[config.mk]
export PLATFORM = sky130hd
export DESIGN_NAME = string_escape_utf8_decoder_unit_flat
export DESIGN_NICKNAME = d
export VERILOG_FILES = /design/src/rtl/core/sed_pkg.sv /design/src/rtl/core/sed_in_if.sv /design/src/rtl/core/sed_out_if.sv /design/src/rtl/core/sed_step.sv /design/src/rtl/core/sed_burst_buf.sv /design/src/rtl/core/string_escape_utf8_decoder_unit.sv /design/src/flat_wrapper.sv
export SDC_FILE = /design/constraint.sdc
export NUM_CORES = 1
export LEC_CHECK = 0
export BUFFER_PORTS_ARGS = -buffer_cell sky130_fd_sc_hd__clkbuf_2
export CAP_MARGIN = 20
export CORE_ASPECT_RATIO = 1.1
export CORE_MARGIN = 2
export CORE_UTILIZATION = 28
export DETAILED_ROUTE_END_ITERATION = 8
export PLACE_DENSITY = 0.47
export SYNTH_ARGS = -nofsm -noshare
export SYNTH_HDL_FRONTEND = slang
export SYNTH_SLANG_ARGS = --single-unit
[constraint.sdc]
create_clock -name clk -period 8.6 [get_ports clk]
set_input_delay 0.86 -clock clk [delete_from_list [all_inputs] [get_ports clk]]
set_output_delay 0.86 -clock clk [all_outputs]
set_load 0.05 [all_outputs]
[src/rtl/core/sed_pkg.sv]
// Shared constants and types of the string escape decoder.
package sed_pkg;

  // Escape decoder modes
  localparam logic [3:0] MODE_IDLE    = 4'd0;
  localparam logic [3:0] MODE_BSL     = 4'd1;
  localparam logic [3:0] MODE_HEX_X   = 4'd2;
  localparam logic [3:0] MODE_HEX_U   = 4'd3;
  localparam logic [3:0] MODE_HI_WAIT = 4'd4;
  localparam logic [3:0] MODE_HI_BSL  = 4'd5;
  localparam logic [3:0] MODE_HI_U    = 4'd6;
  localparam logic [3:0] MODE_CR      = 4'd7;

  // Most beats one input byte can cause, end beat included
  localparam int BURST_MAX = 7;
  localparam int CNT_W     = $clog2(BURST_MAX + 1);

  // Characters of the literal body
  localparam logic [7:0] CH_BSL = 8'h5C;
  localparam logic [7:0] CH_LF  = 8'h0A;
  localparam logic [7:0] CH_CR  = 8'h0D;
  localparam logic [7:0] CH_N   = 8'h6E;
  localparam logic [7:0] CH_T   = 8'h74;
  localparam logic [7:0] CH_R   = 8'h72;
  localparam logic [7:0] CH_B   = 8'h62;
  localparam logic [7:0] CH_F   = 8'h66;
  localparam logic [7:0] CH_V   = 8'h76;
  localparam logic [7:0] CH_0   = 8'h30;
  localparam logic [7:0] CH_X   = 8'h78;
  localparam logic [7:0] CH_U   = 8'h75;

  // Decoded control characters
  localparam logic [7:0] CTL_TAB = 8'h09;
  localparam logic [7:0] CTL_BS  = 8'h08;
  localparam logic [7:0] CTL_FF  = 8'h0C;
  localparam logic [7:0] CTL_VT  = 8'h0B;
  localparam logic [7:0] CTL_NUL = 8'h00;

  // Surrogate ranges and UTF-8 framing
  localparam logic [15:0] HI_FIRST  = 16'hD800;
  localparam logic [15:0] HI_LAST   = 16'hDBFF;
  localparam logic [15:0] LO_FIRST  = 16'hDC00;
  localparam logic [15:0] LO_LAST   = 16'hDFFF;
  localparam logic [20:0] SUPP_BASE = 21'h10000;
  localparam logic [7:0]  CONT_TAG  = 8'h80;
  localparam logic [7:0]  LEAD2     = 8'hC0;
  localparam logic [7:0]  LEAD3     = 8'hE0;
  localparam logic [7:0]  LEAD4     = 8'hF0;
  localparam logic [5:0]  CONT_MASK = 6'h3F;

  // Result beats of one decoded input byte
  typedef struct packed {
    logic [BURST_MAX-1:0][7:0] bytes;
    logic [CNT_W-1:0]          count;
    logic                      last;
  } burst_t;

  // UTF-8 form of one code point
  typedef struct packed {
    logic [3:0][7:0] bytes;
    logic [2:0]      count;
  } utf8_t;

endpackage

[src/rtl/core/sed_in_if.sv]
// Input byte channel of the string escape decoder.
interface sed_in_if;
  logic       valid;
  logic       ready;
  logic [7:0] in_byte;
  logic       end_mark;

  modport source (output valid, in_byte, end_mark, input ready);
  modport sink   (input valid, in_byte, end_mark, output ready);
endinterface

[src/rtl/core/sed_out_if.sv]
// Result byte channel of the string escape decoder.
interface sed_out_if;
  logic       valid;
  logic       ready;
  logic [7:0] out_byte;
  logic       has_byte;
  logic       last;

  modport source (output valid, out_byte, has_byte, last, input ready);
  modport sink   (input valid, out_byte, has_byte, last, output ready);
endinterface

[src/rtl/core/sed_step.sv]
// Escape state machine and single-pass decode of one byte into a burst.
module sed_step (
  input  logic           clk,
  input  logic           rst_n,
  input  logic           advance,
  input  logic [7:0]     in_byte,
  input  logic           end_mark,
  output sed_pkg::burst_t burst
);
  import sed_pkg::*;

  logic [3:0]  mode_r, mode_nxt;
  logic [1:0]  dc_r, dc_nxt;
  logic [15:0] acc_r, acc_nxt;
  logic [15:0] hs_r, hs_nxt;
  logic [7:0]  held_r [3];
  logic        held_we;

  logic        hex_ok;
  logic [3:0]  hex_d;
  logic [15:0] unit_v;
  logic        unit_hi, unit_lo;
  logic [3:0]  idle_mode;
  logic        idle_raw;
  logic [3:0]  esc_mode;
  logic        esc_raw_en;
  logic [7:0]  esc_raw;

  logic        hi_e, held_e, raw_e, cp_e, end_e;
  logic [7:0]  raw_b;
  logic [20:0] cp;
  utf8_t       hi_enc, cp_enc, c_seg;
  logic [7:0]  ab [6];
  logic [3:0]  n_ab, n_abc;

  function automatic utf8_t utf8_enc(input logic [20:0] v);
    utf8_t r;
    r = '0;
    if (v < 21'h80) begin
      r.count    = 3'd1;
      r.bytes[0] = v[7:0];
    end else if (v < 21'h800) begin
      r.count    = 3'd2;
      r.bytes[0] = LEAD2 | {3'd0, v[10:6]};
      r.bytes[1] = CONT_TAG | {2'd0, v[5:0] & CONT_MASK};
    end else if (v < SUPP_BASE) begin
      r.count    = 3'd3;
      r.bytes[0] = LEAD3 | {4'd0, v[15:12]};
      r.bytes[1] = CONT_TAG | {2'd0, v[11:6]};
      r.bytes[2] = CONT_TAG | {2'd0, v[5:0]};
    end else begin
      r.count    = 3'd4;
      r.bytes[0] = LEAD4 | {5'd0, v[20:18]};
      r.bytes[1] = CONT_TAG | {2'd0, v[17:12]};
      r.bytes[2] = CONT_TAG | {2'd0, v[11:6]};
      r.bytes[3] = CONT_TAG | {2'd0, v[5:0]};
    end
    return r;
  endfunction

  // Hex digit recognition
  always_comb begin
    hex_ok = 1'b0;
    hex_d  = in_byte[3:0];
    if (in_byte inside {[8'h30:8'h39]}) begin
      hex_ok = 1'b1;
    end else if (in_byte inside {[8'h41:8'h46], [8'h61:8'h66]}) begin
      hex_ok = 1'b1;
      hex_d  = in_byte[3:0] + 4'd9;
    end
  end

  assign unit_v  = {acc_r[11:0], hex_d};
  assign unit_hi = unit_v inside {[HI_FIRST:HI_LAST]};
  assign unit_lo = unit_v inside {[LO_FIRST:LO_LAST]};

  // Plain body byte and escaped byte, as used from several modes
  always_comb begin
    idle_mode  = (in_byte == CH_BSL) ? MODE_BSL : MODE_IDLE;
    idle_raw   = (in_byte != CH_BSL);
    esc_mode   = MODE_IDLE;
    esc_raw_en = 1'b1;
    esc_raw    = in_byte;
    case (in_byte)
      CH_N:    esc_raw = CH_LF;
      CH_T:    esc_raw = CTL_TAB;
      CH_R:    esc_raw = CH_CR;
      CH_B:    esc_raw = CTL_BS;
      CH_F:    esc_raw = CTL_FF;
      CH_V:    esc_raw = CTL_VT;
      CH_0:    esc_raw = CTL_NUL;
      CH_X: begin
        esc_mode   = MODE_HEX_X;
        esc_raw_en = 1'b0;
      end
      CH_U: begin
        esc_mode   = MODE_HEX_U;
        esc_raw_en = 1'b0;
      end
      CH_LF:   esc_raw_en = 1'b0;
      CH_CR: begin
        esc_mode   = MODE_CR;
        esc_raw_en = 1'b0;
      end
      default: esc_raw = in_byte;
    endcase
  end

  // Next state and the segments to emit: high surrogate, held digits,
  // then one byte or code point, then the end beat
  always_comb begin
    mode_nxt = mode_r;
    dc_nxt   = dc_r;
    acc_nxt  = acc_r;
    hs_nxt   = hs_r;
    held_we  = 1'b0;
    hi_e     = 1'b0;
    held_e   = 1'b0;
    raw_e    = 1'b0;
    raw_b    = in_byte;
    cp_e     = 1'b0;
    cp       = {5'd0, unit_v};
    end_e    = 1'b0;
    if (end_mark) begin
      end_e    = 1'b1;
      hi_e     = (mode_r == MODE_HI_WAIT) || (mode_r == MODE_HI_BSL) ||
                 (mode_r == MODE_HI_U);
      held_e   = (mode_r == MODE_HEX_X) || (mode_r == MODE_HEX_U) ||
                 (mode_r == MODE_HI_U);
      mode_nxt = MODE_IDLE;
      dc_nxt   = '0;
      acc_nxt  = '0;
      hs_nxt   = '0;
    end else begin
      case (mode_r)
        MODE_BSL: begin
          mode_nxt = esc_mode;
          raw_e    = esc_raw_en;
          raw_b    = esc_raw;
          dc_nxt   = '0;
          acc_nxt  = '0;
        end
        MODE_HEX_X, MODE_HEX_U, MODE_HI_U: begin
          if (!hex_ok) begin
            hi_e     = (mode_r == MODE_HI_U);
            held_e   = 1'b1;
            dc_nxt   = '0;
            acc_nxt  = '0;
            mode_nxt = idle_mode;
            raw_e    = idle_raw;
          end else if ((mode_r == MODE_HEX_X) && (dc_r != 2'd0)) begin
            raw_e    = 1'b1;
            raw_b    = {acc_r[3:0], hex_d};
            dc_nxt   = '0;
            acc_nxt  = '0;
            mode_nxt = MODE_IDLE;
          end else if (dc_r != 2'd3) begin
            held_we = 1'b1;
            acc_nxt = unit_v;
            dc_nxt  = dc_r + 2'd1;
          end else begin
            dc_nxt  = '0;
            acc_nxt = '0;
            if ((mode_r == MODE_HI_U) && unit_lo) begin
              // merge the pair into one supplementary code point
              cp_e     = 1'b1;
              cp       = SUPP_BASE + {1'b0, hs_r[9:0], unit_v[9:0]};
              mode_nxt = MODE_IDLE;
            end else begin
              hi_e = (mode_r == MODE_HI_U);
              if (unit_hi) begin
                hs_nxt   = unit_v;
                mode_nxt = MODE_HI_WAIT;
              end else begin
                cp_e     = 1'b1;
                mode_nxt = MODE_IDLE;
              end
            end
          end
        end
        MODE_HI_WAIT: begin
          if (in_byte == CH_BSL) begin
            mode_nxt = MODE_HI_BSL;
          end else begin
            hi_e     = 1'b1;
            mode_nxt = idle_mode;
            raw_e    = idle_raw;
          end
        end
        MODE_HI_BSL: begin
          dc_nxt  = '0;
          acc_nxt = '0;
          if (in_byte == CH_U) begin
            mode_nxt = MODE_HI_U;
          end else begin
            hi_e     = 1'b1;
            mode_nxt = esc_mode;
            raw_e    = esc_raw_en;
            raw_b    = esc_raw;
          end
        end
        MODE_CR: begin
          // swallow the LF of a CRLF continuation
          mode_nxt = MODE_IDLE;
          if (in_byte != CH_LF) begin
            mode_nxt = idle_mode;
            raw_e    = idle_raw;
          end
        end
        default: begin
          mode_nxt = idle_mode;
          raw_e    = idle_raw;
        end
      endcase
    end
  end

  // Assemble the burst
  always_comb begin
    hi_enc = utf8_enc({5'd0, hs_r});
    cp_enc = utf8_enc(cp);
    c_seg  = '0;
    if (raw_e) begin
      c_seg.count    = 3'd1;
      c_seg.bytes[0] = raw_b;
    end else if (cp_e) begin
      c_seg = cp_enc;
    end
    for (int k = 0; k < 3; k++) begin
      ab[k]     = hi_e ? hi_enc.bytes[k] : held_r[k];
      ab[k + 3] = held_r[k];
    end
    n_ab  = (hi_e ? 4'd3 : 4'd0) + (held_e ? {2'd0, dc_r} : 4'd0);
    n_abc = n_ab + {1'b0, c_seg.count};
    burst = '0;
    for (int k = 0; k < BURST_MAX; k++) begin
      if (4'(k) < n_ab) begin
        burst.bytes[k] = ab[k % 6];
      end else if (4'(k) < n_abc) begin
        burst.bytes[k] = c_seg.bytes[2'(4'(k) - n_ab)];
      end
    end
    burst.count = CNT_W'(n_abc + {3'd0, end_e});
    burst.last  = end_e;
  end

  always_ff @(posedge clk) begin
    if (!rst_n) begin
      mode_r <= MODE_IDLE;
      dc_r   <= '0;
      acc_r  <= '0;
      hs_r   <= '0;
    end else if (advance) begin
      mode_r <= mode_nxt;
      dc_r   <= dc_nxt;
      acc_r  <= acc_nxt;
      hs_r   <= hs_nxt;
    end
  end

  always_ff @(posedge clk) begin
    if (advance && held_we) begin
      held_r[dc_r] <= in_byte;
    end
  end

`ifndef NO_ASSERTIONS
  a_digits_only_in_hex: assert property (@(posedge clk) disable iff (!rst_n)
    (dc_r != 2'd0) |-> ((mode_r == MODE_HEX_X) || (mode_r == MODE_HEX_U) ||
                        (mode_r == MODE_HI_U)))
    else $error("digit count set outside a hex escape");
  a_accum_clear: assert property (@(posedge clk) disable iff (!rst_n)
    (dc_r == 2'd0) |-> (acc_r == 16'd0))
    else $error("code accumulator holds a value with no digits");
  a_end_resets: assert property (@(posedge clk) disable iff (!rst_n)
    (advance && end_mark) |=> ((mode_r == MODE_IDLE) && (hs_r == 16'd0)))
    else $error("state not cleared after end of literal");
`endif

endmodule

[src/rtl/core/sed_burst_buf.sv]
// Result register that holds one burst and hands it out a beat at a time.
module sed_burst_buf (
  input  logic            clk,
  input  logic            rst_n,
  input  logic            load,
  input  sed_pkg::burst_t burst,
  output logic            free,
  output logic            out_valid,
  input  logic            out_ready,
  output logic [7:0]      out_byte,
  output logic            has_byte,
  output logic            last
);
  import sed_pkg::*;

  logic [BURST_MAX-1:0][7:0] bytes_r;
  logic                      last_r;
  logic [CNT_W-1:0]          cnt_r;
  logic [CNT_W-1:0]          ptr_r;
  logic                      pop;
  logic                      at_tail;

  assign out_valid = (ptr_r != cnt_r);
  assign pop       = out_valid && out_ready;
  assign at_tail   = (CNT_W'(ptr_r + 1'b1) == cnt_r);
  assign free      = !out_valid || (pop && at_tail);
  assign last      = last_r && at_tail;
  assign has_byte  = !(last_r && at_tail);

  always_comb begin
    out_byte = '0;
    for (int k = 0; k < BURST_MAX; k++) begin
      if (ptr_r == CNT_W'(k)) begin
        out_byte = bytes_r[k];
      end
    end
  end

  always_ff @(posedge clk) begin
    if (!rst_n) begin
      cnt_r <= '0;
      ptr_r <= '0;
    end else if (load) begin
      cnt_r <= burst.count;
      ptr_r <= '0;
    end else if (pop) begin
      ptr_r <= CNT_W'(ptr_r + 1'b1);
    end
  end

  always_ff @(posedge clk) begin
    if (load) begin
      bytes_r <= burst.bytes;
      last_r  <= burst.last;
    end
  end

`ifndef NO_ASSERTIONS
  a_ptr_in_range: assert property (@(posedge clk) disable iff (!rst_n)
    !(ptr_r > cnt_r))
    else $error("read pointer ran past the burst");
  a_load_when_free: assert property (@(posedge clk) disable iff (!rst_n)
    load |-> free)
    else $error("burst loaded over beats not yet delivered");
`endif

endmodule

[src/rtl/core/string_escape_utf8_decoder_unit.sv]
// Top level of the string escape decoder with UTF-8 output.
//
// in_ch carries the raw bytes of a string literal body, one per beat, and
// then an end beat (end_mark high, in_byte ignored). out_ch carries the
// decoded UTF-8 bytes, one per beat with has_byte high; after the end beat
// comes one beat with has_byte low and last high, and no byte.
// Both channels move a beat on a clock edge with valid and ready high.
// A byte taken into the input register is decoded into the result register
// once that register is free, and its result beats leave from there.
// Throughput: one input beat per cycle while each byte yields at most one
// result beat and out_ch is ready. A byte that yields more beats (up to
// seven, e.g. a surrogate escape or a flushed failed escape) holds the
// result register until its last beat leaves, and the input waits for it.
// One input beat waits in the input register while the result register
// drains, so in_ch.ready stays high whenever that register is empty.
// Reset (rst_n low, synchronous) returns the decoder to plain text with no
// escape pending and empties both registers. When out_ch stalls, the
// current beat holds and the input side fills and then drops ready.
module string_escape_utf8_decoder_unit (
  input  logic      clk,
  input  logic      rst_n,
  sed_in_if.sink    in_ch,
  sed_out_if.source out_ch
);
  import sed_pkg::*;

  logic       in_vld_r;
  logic [7:0] in_byte_r;
  logic       end_r;
  logic       free;
  logic       advance;
  logic       in_take;
  burst_t     burst;

  // Decode the held beat as soon as the result register can take its burst
  assign advance     = in_vld_r && free;
  assign in_ch.ready = !in_vld_r || free;
  assign in_take     = in_ch.valid && in_ch.ready;

  always_ff @(posedge clk) begin
    if (!rst_n) begin
      in_vld_r <= 1'b0;
    end else if (in_take) begin
      in_vld_r <= 1'b1;
    end else if (advance) begin
      in_vld_r <= 1'b0;
    end
  end

  always_ff @(posedge clk) begin
    if (in_take) begin
      in_byte_r <= in_ch.in_byte;
      end_r     <= in_ch.end_mark;
    end
  end

  // Escape state and burst assembly
  sed_step u_step (
    .clk      (clk),
    .rst_n    (rst_n),
    .advance  (advance),
    .in_byte  (in_byte_r),
    .end_mark (end_r),
    .burst    (burst)
  );

  // Result register: serialize the burst onto out_ch
  sed_burst_buf u_buf (
    .clk       (clk),
    .rst_n     (rst_n),
    .load      (advance),
    .burst     (burst),
    .free      (free),
    .out_valid (out_ch.valid),
    .out_ready (out_ch.ready),
    .out_byte  (out_ch.out_byte),
    .has_byte  (out_ch.has_byte),
    .last      (out_ch.last)
  );

`ifndef NO_ASSERTIONS
  a_held_beat_kept: assert property (@(posedge clk) disable iff (!rst_n)
    (in_vld_r && !free) |=> (in_vld_r && $stable(in_byte_r) && $stable(end_r)))
    else $error("input beat lost before decode");
`endif

endmodule
[src/flat_wrapper.sv]
// flat-port wrapper written by rule: the top's interface ports become plain ports
module string_escape_utf8_decoder_unit_flat import sed_pkg::*;
  (clk, rst_n, in_ch_valid, in_ch_in_byte, in_ch_end_mark, in_ch_ready, out_ch_valid, out_ch_out_byte, out_ch_has_byte, out_ch_last, out_ch_ready);
  sed_in_if in_ch_i ();
  sed_out_if out_ch_i ();
  input  logic clk;
  input  logic rst_n;
  input wire logic [$bits(in_ch_i.valid)-1:0] in_ch_valid;
  input wire logic [$bits(in_ch_i.in_byte)-1:0] in_ch_in_byte;
  input wire logic [$bits(in_ch_i.end_mark)-1:0] in_ch_end_mark;
  output wire logic [$bits(in_ch_i.ready)-1:0] in_ch_ready;
  output wire logic [$bits(out_ch_i.valid)-1:0] out_ch_valid;
  output wire logic [$bits(out_ch_i.out_byte)-1:0] out_ch_out_byte;
  output wire logic [$bits(out_ch_i.has_byte)-1:0] out_ch_has_byte;
  output wire logic [$bits(out_ch_i.last)-1:0] out_ch_last;
  input wire logic [$bits(out_ch_i.ready)-1:0] out_ch_ready;
  assign in_ch_i.valid = in_ch_valid;
  assign in_ch_i.in_byte = in_ch_in_byte;
  assign in_ch_i.end_mark = in_ch_end_mark;
  assign in_ch_ready = in_ch_i.ready;
  assign out_ch_valid = out_ch_i.valid;
  assign out_ch_out_byte = out_ch_i.out_byte;
  assign out_ch_has_byte = out_ch_i.has_byte;
  assign out_ch_last = out_ch_i.last;
  assign out_ch_i.ready = out_ch_ready;
  string_escape_utf8_decoder_unit u_core (.clk(clk), .rst_n(rst_n), .in_ch(in_ch_i), .out_ch(out_ch_i));
endmodule
==> qor.txt, run 1 <==
filler instances = 3344
initial antenna violation count = 0
Remaining Overflow, GRT = 0
RR Startpoint = u_core.in_byte_r[0]
GR Layer Usage met3 = 2.99%
Seq/Total Area, Yosys = 39.1%
FF-to-FF End = u_core.u_buf.bytes_r[19]
Critical path buffers and inverters = 3
Worst setup SP type = flop
post-synth top area share = 30.1%
die outline height = 192 um
global-route wire length before repair = 53.3 mm
Worst Hold Endpoint = u_core.u_buf.cnt_r[0]
fin nets = 1053
pwr/cell area = 178 nW/um2
Synth area leader = edfxtp_1
critical path, cell by cell = inv_1 -> ha_1 -> nor3b_1 -> nor4_1 -> nor2_1 -> o21ai_0 -> a21oi_4 -> ha_1 -> fa_1 -> buf_4 -> inv_1 -> fa_1 -> xor2_1 -> and2_0 -> a21oi_1 -> and2_1 -> a221o_1
1st-iter DRT viols = 1067
R2R cell count = 17
switch share = 33.0%
routability cong. = 0.964
CTS Buffer Depth = 2
Cell Int Power = 1.20 mW
Slew Viols, Final = 0
Async S/R FF share, synth = 0%
clk sinks = 130
Fmax = 0.150 GHz
CP endpoint kind = flop
min Tclk post-route = 6680 ps
synth unique cells = 87
Hold Path Depth = 2
drt pass-1 iters = 5
post-route setup slack = 1920 ps
worst vdd ir = 0.000106 V
post-route setup TNS = 0 ps
Hold WC Path Type = flop to flop
clock network fraction of total power = 39.6%
type of the worst setup path = flop to flop
DRC = 0
num rows = 68
status = finished clean
R2R setup slack = 1920 ps
total CTS buffers = 17
CTS root buf = clkbuf_16
final setup vio count = 0
Syn Nets = 1064
Post-synth EDFFs = 90
sequential power share = 42.4%
hold_buf cts = 0
I/O Pins = 25
Initial Util = 28.5%
Most used DFF post-synth = edfxtp_1
layout cells sized above 1 = 9.89%
core area = 31500 um2
GRT busiest layer = met2
Post-Syn Instances = 1029
post-CTS setup buffer count = 0
Final Hold Viols = 0
Post-Place Setup Slack = 2040 ps
worst path required time = 8790 ps
gr usage total = 21.2%
met1 usage = 28.4%
slew margin rel. = 23.9%
Worst-path clk slew = 70 ps
Hold Crit Start = u_core.u_buf.cnt_r[0]
Buffers on Ports = 24
CTS tree = built
period utilization = 77.7%
Util after Layout = 31.9%
cell family with most CP delay = simple AND/OR/NAND/NOR gates
most frequent cells after synthesis = 116 x nand2_1, 90 x edfxtp_1, 70 x o21ai_0, 62 x nor2_1, 60 x clkbuf_1
top-count cell post-synth = nand2_1
grt met2 use = 34.4%
RSZ-0062 raised after global routing = false
main area contributors after synthesis = edfxtp_1 30%, dfxtp_1 8.9%, nand2_1 4.9%
Vias/cell = 5.90
worst path arrival time = 6870 ps
H-Tree Depth = 4
worst setup skew after layout = 15.1 ps
Routed WL per cell = 24.3 um
synth-to-layout area growth = 11.8%
max-cap viol count = 0
Post-CTS Resized = 0
Final ANT Viol Nets = 0
Yosys reg bits = 130
Max Fanout on Critical Path = 33
cell area after synthesis = 8970 um2
DR vias = 8562
DP Wirelength = 26.6 mm
Combinational Power Share = 18.1%
ANT cells = 0
synthesized area per cell = 8.71 um2
max incr delay on CP = 970 ps
worst slew pin tran = 1130 ps
Crit-path slowest cell = nor4_1
vias in the first global route = 8176
Routed WL = 35.3 mm
die area = 33500 um2
largest net degree at the start of global routing = 62
Leak = 3.31 nW
die width = 175 um
clk_lat worst skew = 440 ps
switching power = 0.590 mW
synth warn = 0
## cells in the final DEF, fill, tap and decap left out, types with 6 or more instances in the layout
| cell type | instances |
|---|---|
| a211o_1 | 7 |
| nand2_1 | 116 |
| a21o_1 | 12 |
| o31a_1 | 6 |
| nand3b_1 | 8 |
| o21a_1 | 15 |
| nor2b_1 | 29 |
| nor3_1 | 31 |
| a31oi_1 | 20 |
| clkbuf_2 | 24 |
| nand3_1 | 29 |
| o211ai_1 | 18 |
| inv_6 | 7 |
| clkbuf_16 | 17 |
| and2_1 | 13 |
| nand2b_1 | 11 |
| a211oi_1 | 10 |
| dfxtp_1 | 40 |
| o21ai_0 | 70 |
| o2bb2ai_1 | 6 |
| inv_1 | 39 |
| buf_4 | 16 |
| a22oi_1 | 24 |
| nand4_1 | 6 |
| mux2i_1 | 10 |
| nor3b_1 | 11 |
| a21boi_0 | 13 |
| nor2_1 | 62 |
| edfxtp_1 | 90 |
| a221o_1 | 12 |
| nor4_1 | 9 |
| and3_1 | 10 |
| o2111ai_1 | 6 |
| a21oi_1 | 55 |
| ha_1 | 20 |
| o22ai_1 | 33 |
## how the worst max path moves through the flow
stage | startpoint | to | depth (start not counted) | slack, ps
final | u_core.in_byte_r[0] | u_core.u_buf.bytes_r[19] | 17 | 1920
after global routing | u_core.in_byte_r[0] | u_core.u_buf.bytes_r[19] | 17 | 1560
after CTS | u_core.in_byte_r[0] | u_core.u_buf.bytes_r[19] | 17 | 2010
after floorplan | u_core.in_byte_r[0] | u_core.u_buf.bytes_r[19] | 22 | 2600
after global placement | u_core.in_byte_r[0] | u_core.u_buf.bytes_r[19] | 17 | 2280
after detailed placement | u_core.in_byte_r[0] | u_core.u_buf.bytes_r[19] | 17 | 2040
## per-layer routing
layer / up-vias / routed length (um) / share of wire, %
met5: - / 0 / 0
met3: 69 / 2240 / 6.3
met4: 0 / 1400 / 4.0
met2: 395 / 16000 / 45
li1: 3914 / - / -
met1: 4184 / 15600 / 44
## area by class of cell
cell class	count	area [um2]	area share [%]
flip-flops and latches	130	3500	34.9
repair buffers	40	240	2.40
inverters	41	154	1.53
multi-input cells	788	5050	50.3
clock buffers	17	425	4.24
clock inverters	15	133	1.32
well taps	420	526	5.24
## power groups by stage
stage                     clock, mW  sequential, mW  combinational, mW
final                         0.706           0.757              0.323
after floorplan                   0           0.753              0.238
after global placement            0           0.770              0.326
after CTS                     0.719           0.756              0.325
after detailed placement          0           0.770              0.324
after global routing          0.744           0.761              0.348
## registers in the layout (all words and copies together), names as in the netlist
name and flops:
u_core.end_r 1, u_core.in_byte_r 8, u_core.in_vld_r 1, u_core.u_buf.bytes_r 56, u_core.u_buf.cnt_r 3, u_core.u_buf.last_r 1, u_core.u_buf.ptr_r 3, u_core.u_step.acc_r 12
u_core.u_step.dc_r 2, u_core.u_step.held_r 24, u_core.u_step.hs_r 16, u_core.u_step.mode_r 3
## through the flow
step                      instances  area, um2  hold slack, ps  power (mW)
after detailed placement       1419       9470             475        1.09
after floorplan                1029       8970             451       0.992
after global routing           1451      10000             525        1.85
after CTS                      1451      10000             484        1.80
final                          1451      10000             480        1.79
after global placement         1418       9460             469        1.10
## cells by family after synthesis
group / count (synthesis) / share of synthesized area, %
AO/OA/AOI/OAI: 375 / 29.4
AND/OR/NAND/NOR: 367 / 20.8
flip-flops: 130 / 39.1
buffers and inverters: 111 / 4.84
adder cells (fa/ha/maj): 22 / 3.24
multiplexers: 14 / 1.66
XOR/XNOR: 10 / 0.977
## tightest hold or removal path, cell delays in order, from the launching register on
cell      delay [ps]
dfxtp_1          320
nand2_1           50
a21boi_0          60
No activity file was read; power rests on OpenSTA's default activity.
==> run 2, diff against run 1 <==
==> constraint.sdc (replaced) <==
create_clock -name clk -period 6.2 [get_ports clk]
set_input_delay 0.62 -clock clk [delete_from_list [all_inputs] [get_ports clk]]
set_output_delay 0.62 -clock clk [all_outputs]
set_load 0.05 [all_outputs]
==> run 2 against run 1 <==
Effect of this change: fmax is 17% higher; routed wire length decreased by 0.55%; power is 43% higher; via count is 0.14% lower; combinational power rose by 40%; worst setup slack lost 1400 ps; register-to-register slack got worse by 1400 ps; design area is 1.7% higher; hold slack worse by 130 ps; die area stayed put; critical path type unchanged; highest routed layer unchanged.
==> qor.txt, run 2 (synthesis gave the netlist of run 1 again) <==
status = finished clean
CTS root buf = clkbuf_16
num rows = 68
Biggest register = u_core.u_buf.bytes_r
largest net degree at the start of global routing = 62
Worst setup SP type = flop
final setup vio count = 0
worst path required time = 6390 ps
CTS tree = built
total CTS buffers = 17
Final Hold Viols = 0
die width = 175 um
slew margin rel. = 16.3%
Remaining Overflow, GRT = 0
drt pass-1 iters = 6
Routed WL = 35.1 mm
hold_buf cts = 0
ANT cells = 0
worst setup skew after layout = 12.4 ps
die area = 33500 um2
core area = 31500 um2
worst vdd ir = 0.000108 V
1st-iter DRT viols = 801
Max Fanout on Critical Path = 32
Hold WC Path Type = input pin to flop
worst path arrival time = 5890 ps
fin nets = 1068
Post-CTS Resized = 0
I/O Pins = 25
clk_lat worst skew = 440 ps
commonest non-fill, non-tap cell in the layout = nand2_1
Leak = 3.41 nW
clk sinks = 130
max-cap viol count = 0
synth-to-layout area growth = 13.7%
Slew Viols, Final = 0
RSZ-0062 raised after global routing = false
Final ANT Viol Nets = 0
max reg flops = 56
Initial Util = 28.5%
layout cells sized above 1 = 11.3%
pwr/cell area = 250 nW/um2
most frequent cells in the layout = 116 x nand2_1, 90 x edfxtp_1, 70 x o21ai_0
Fmax = 0.176 GHz
Buffers on Ports = 24
CTS Buffer Depth = 2
type of the worst setup path = flop to flop
DR vias = 8550
H-Tree Depth = 4
initial antenna violation count = 0
vias in the first global route = 8092
Vias/cell = 5.83
post-CTS setup buffer count = 0
global-route wire length before repair = 52.8 mm
final std cells w/o fill = 1466
dpl cells = 1433
period utilization = 91.8%
R2R setup slack = 510 ps
DP Wirelength = 26.5 mm
Routed WL per cell = 23.9 um
Worst-path clk slew = 70 ps
worst slew pin tran = 1260 ps
largest registers = u_core.u_buf.bytes_r x56, u_core.u_step.held_r x24, u_core.u_step.hs_r x16
routability cong. = 0.984
CP endpoint kind = flop
post-route setup TNS = 0 ps
die outline height = 192 um
min Tclk post-route = 5690 ps
filler instances = 3356
gr usage total = 21.0%
DRC = 0
-- run 2: cell types whose count changed in the layout (fill, tap and decap cells not counted) --
cell,change
inv_6,-4
clkinvlp_4,-2
clkinv_8,+3
clkinv_4,+2
clkinv_1,-1
bufinv_16,+1
buf_4,+15
inv_8,+1
-- run 2: metrics by stage --
step	setup slack, ps	util (%)	instance area [um2]	hold WS, ps	power [mW]
detailed placement	616	30.4	9580	476	1.51
finish	506	32.4	10200	348	2.55
CTS	583	32.4	10200	343	2.57
global placement	790	30.4	9580	471	1.52
floorplan	203	-	8970	451	1.38
global route	134	32.4	10200	346	2.64
-- run 2: worst paths after layout --
path,from,cells past startpoint,end
worst min register to register,u_core.u_step.hs_r[11],2,u_core.u_step.hs_r[11]
worst max-delay path,u_core.in_byte_r[0],17,u_core.u_buf.bytes_r[19]
worst min-delay path,in_ch_in_byte[2],1,u_core.in_byte_r[2]
worst max register to register,u_core.in_byte_r[0],17,u_core.u_buf.bytes_r[19]
-- run 2: report_power, final --
group / total [mW] / internal [mW] / switching [mW] / leakage, nW
registers: 1.04 / 1.00 / 0.0386 / 1.17
clock network: 1.06 / 0.580 / 0.479 / 0.297
logic: 0.451 / 0.127 / 0.324 / 1.94
-- run 2: area by class of cell --
cell class | instances | area [um2] | share of cell area, %
clock buffers | 17 | 425 | 4.17
clock inverters | 15 | 186 | 1.83
inverters | 41 | 154 | 1.51
multi-input cells | 788 | 5050 | 49.5
flip-flops and latches | 130 | 3500 | 34.4
well taps | 420 | 526 | 5.15
repair buffers | 55 | 353 | 3.46
-- run 2: layer usage --
| layer | share of wire [%] | wire [um] | vias up | GRT usage, % |
|---|---|---|---|---|
| met5 | 0 | 0 | - | 0 |
| met4 | 4.9 | 1740 | 0 | 10.7 |
| met3 | 5.7 | 1990 | 92 | 2.57 |
| met2 | 45 | 15900 | 406 | 33.8 |
| met1 | 44 | 15400 | 4103 | 27.9 |
| li1 | - | - | 3949 | - |
-- run 2: critical path, cell delays in order (launching register included) --
cell      delay, ps
edfxtp_1        640
inv_1           130
ha_1            340
nor3b_1         240
or3_1           590
a21oi_1         420
nor3_1           90
ha_1            220
fa_1            530
buf_4           360
ha_1            300
a21o_1          170
a21oi_1         270
and2_0          350
a21oi_1         110
buf_4           180
and2_1          160
a221o_1         330
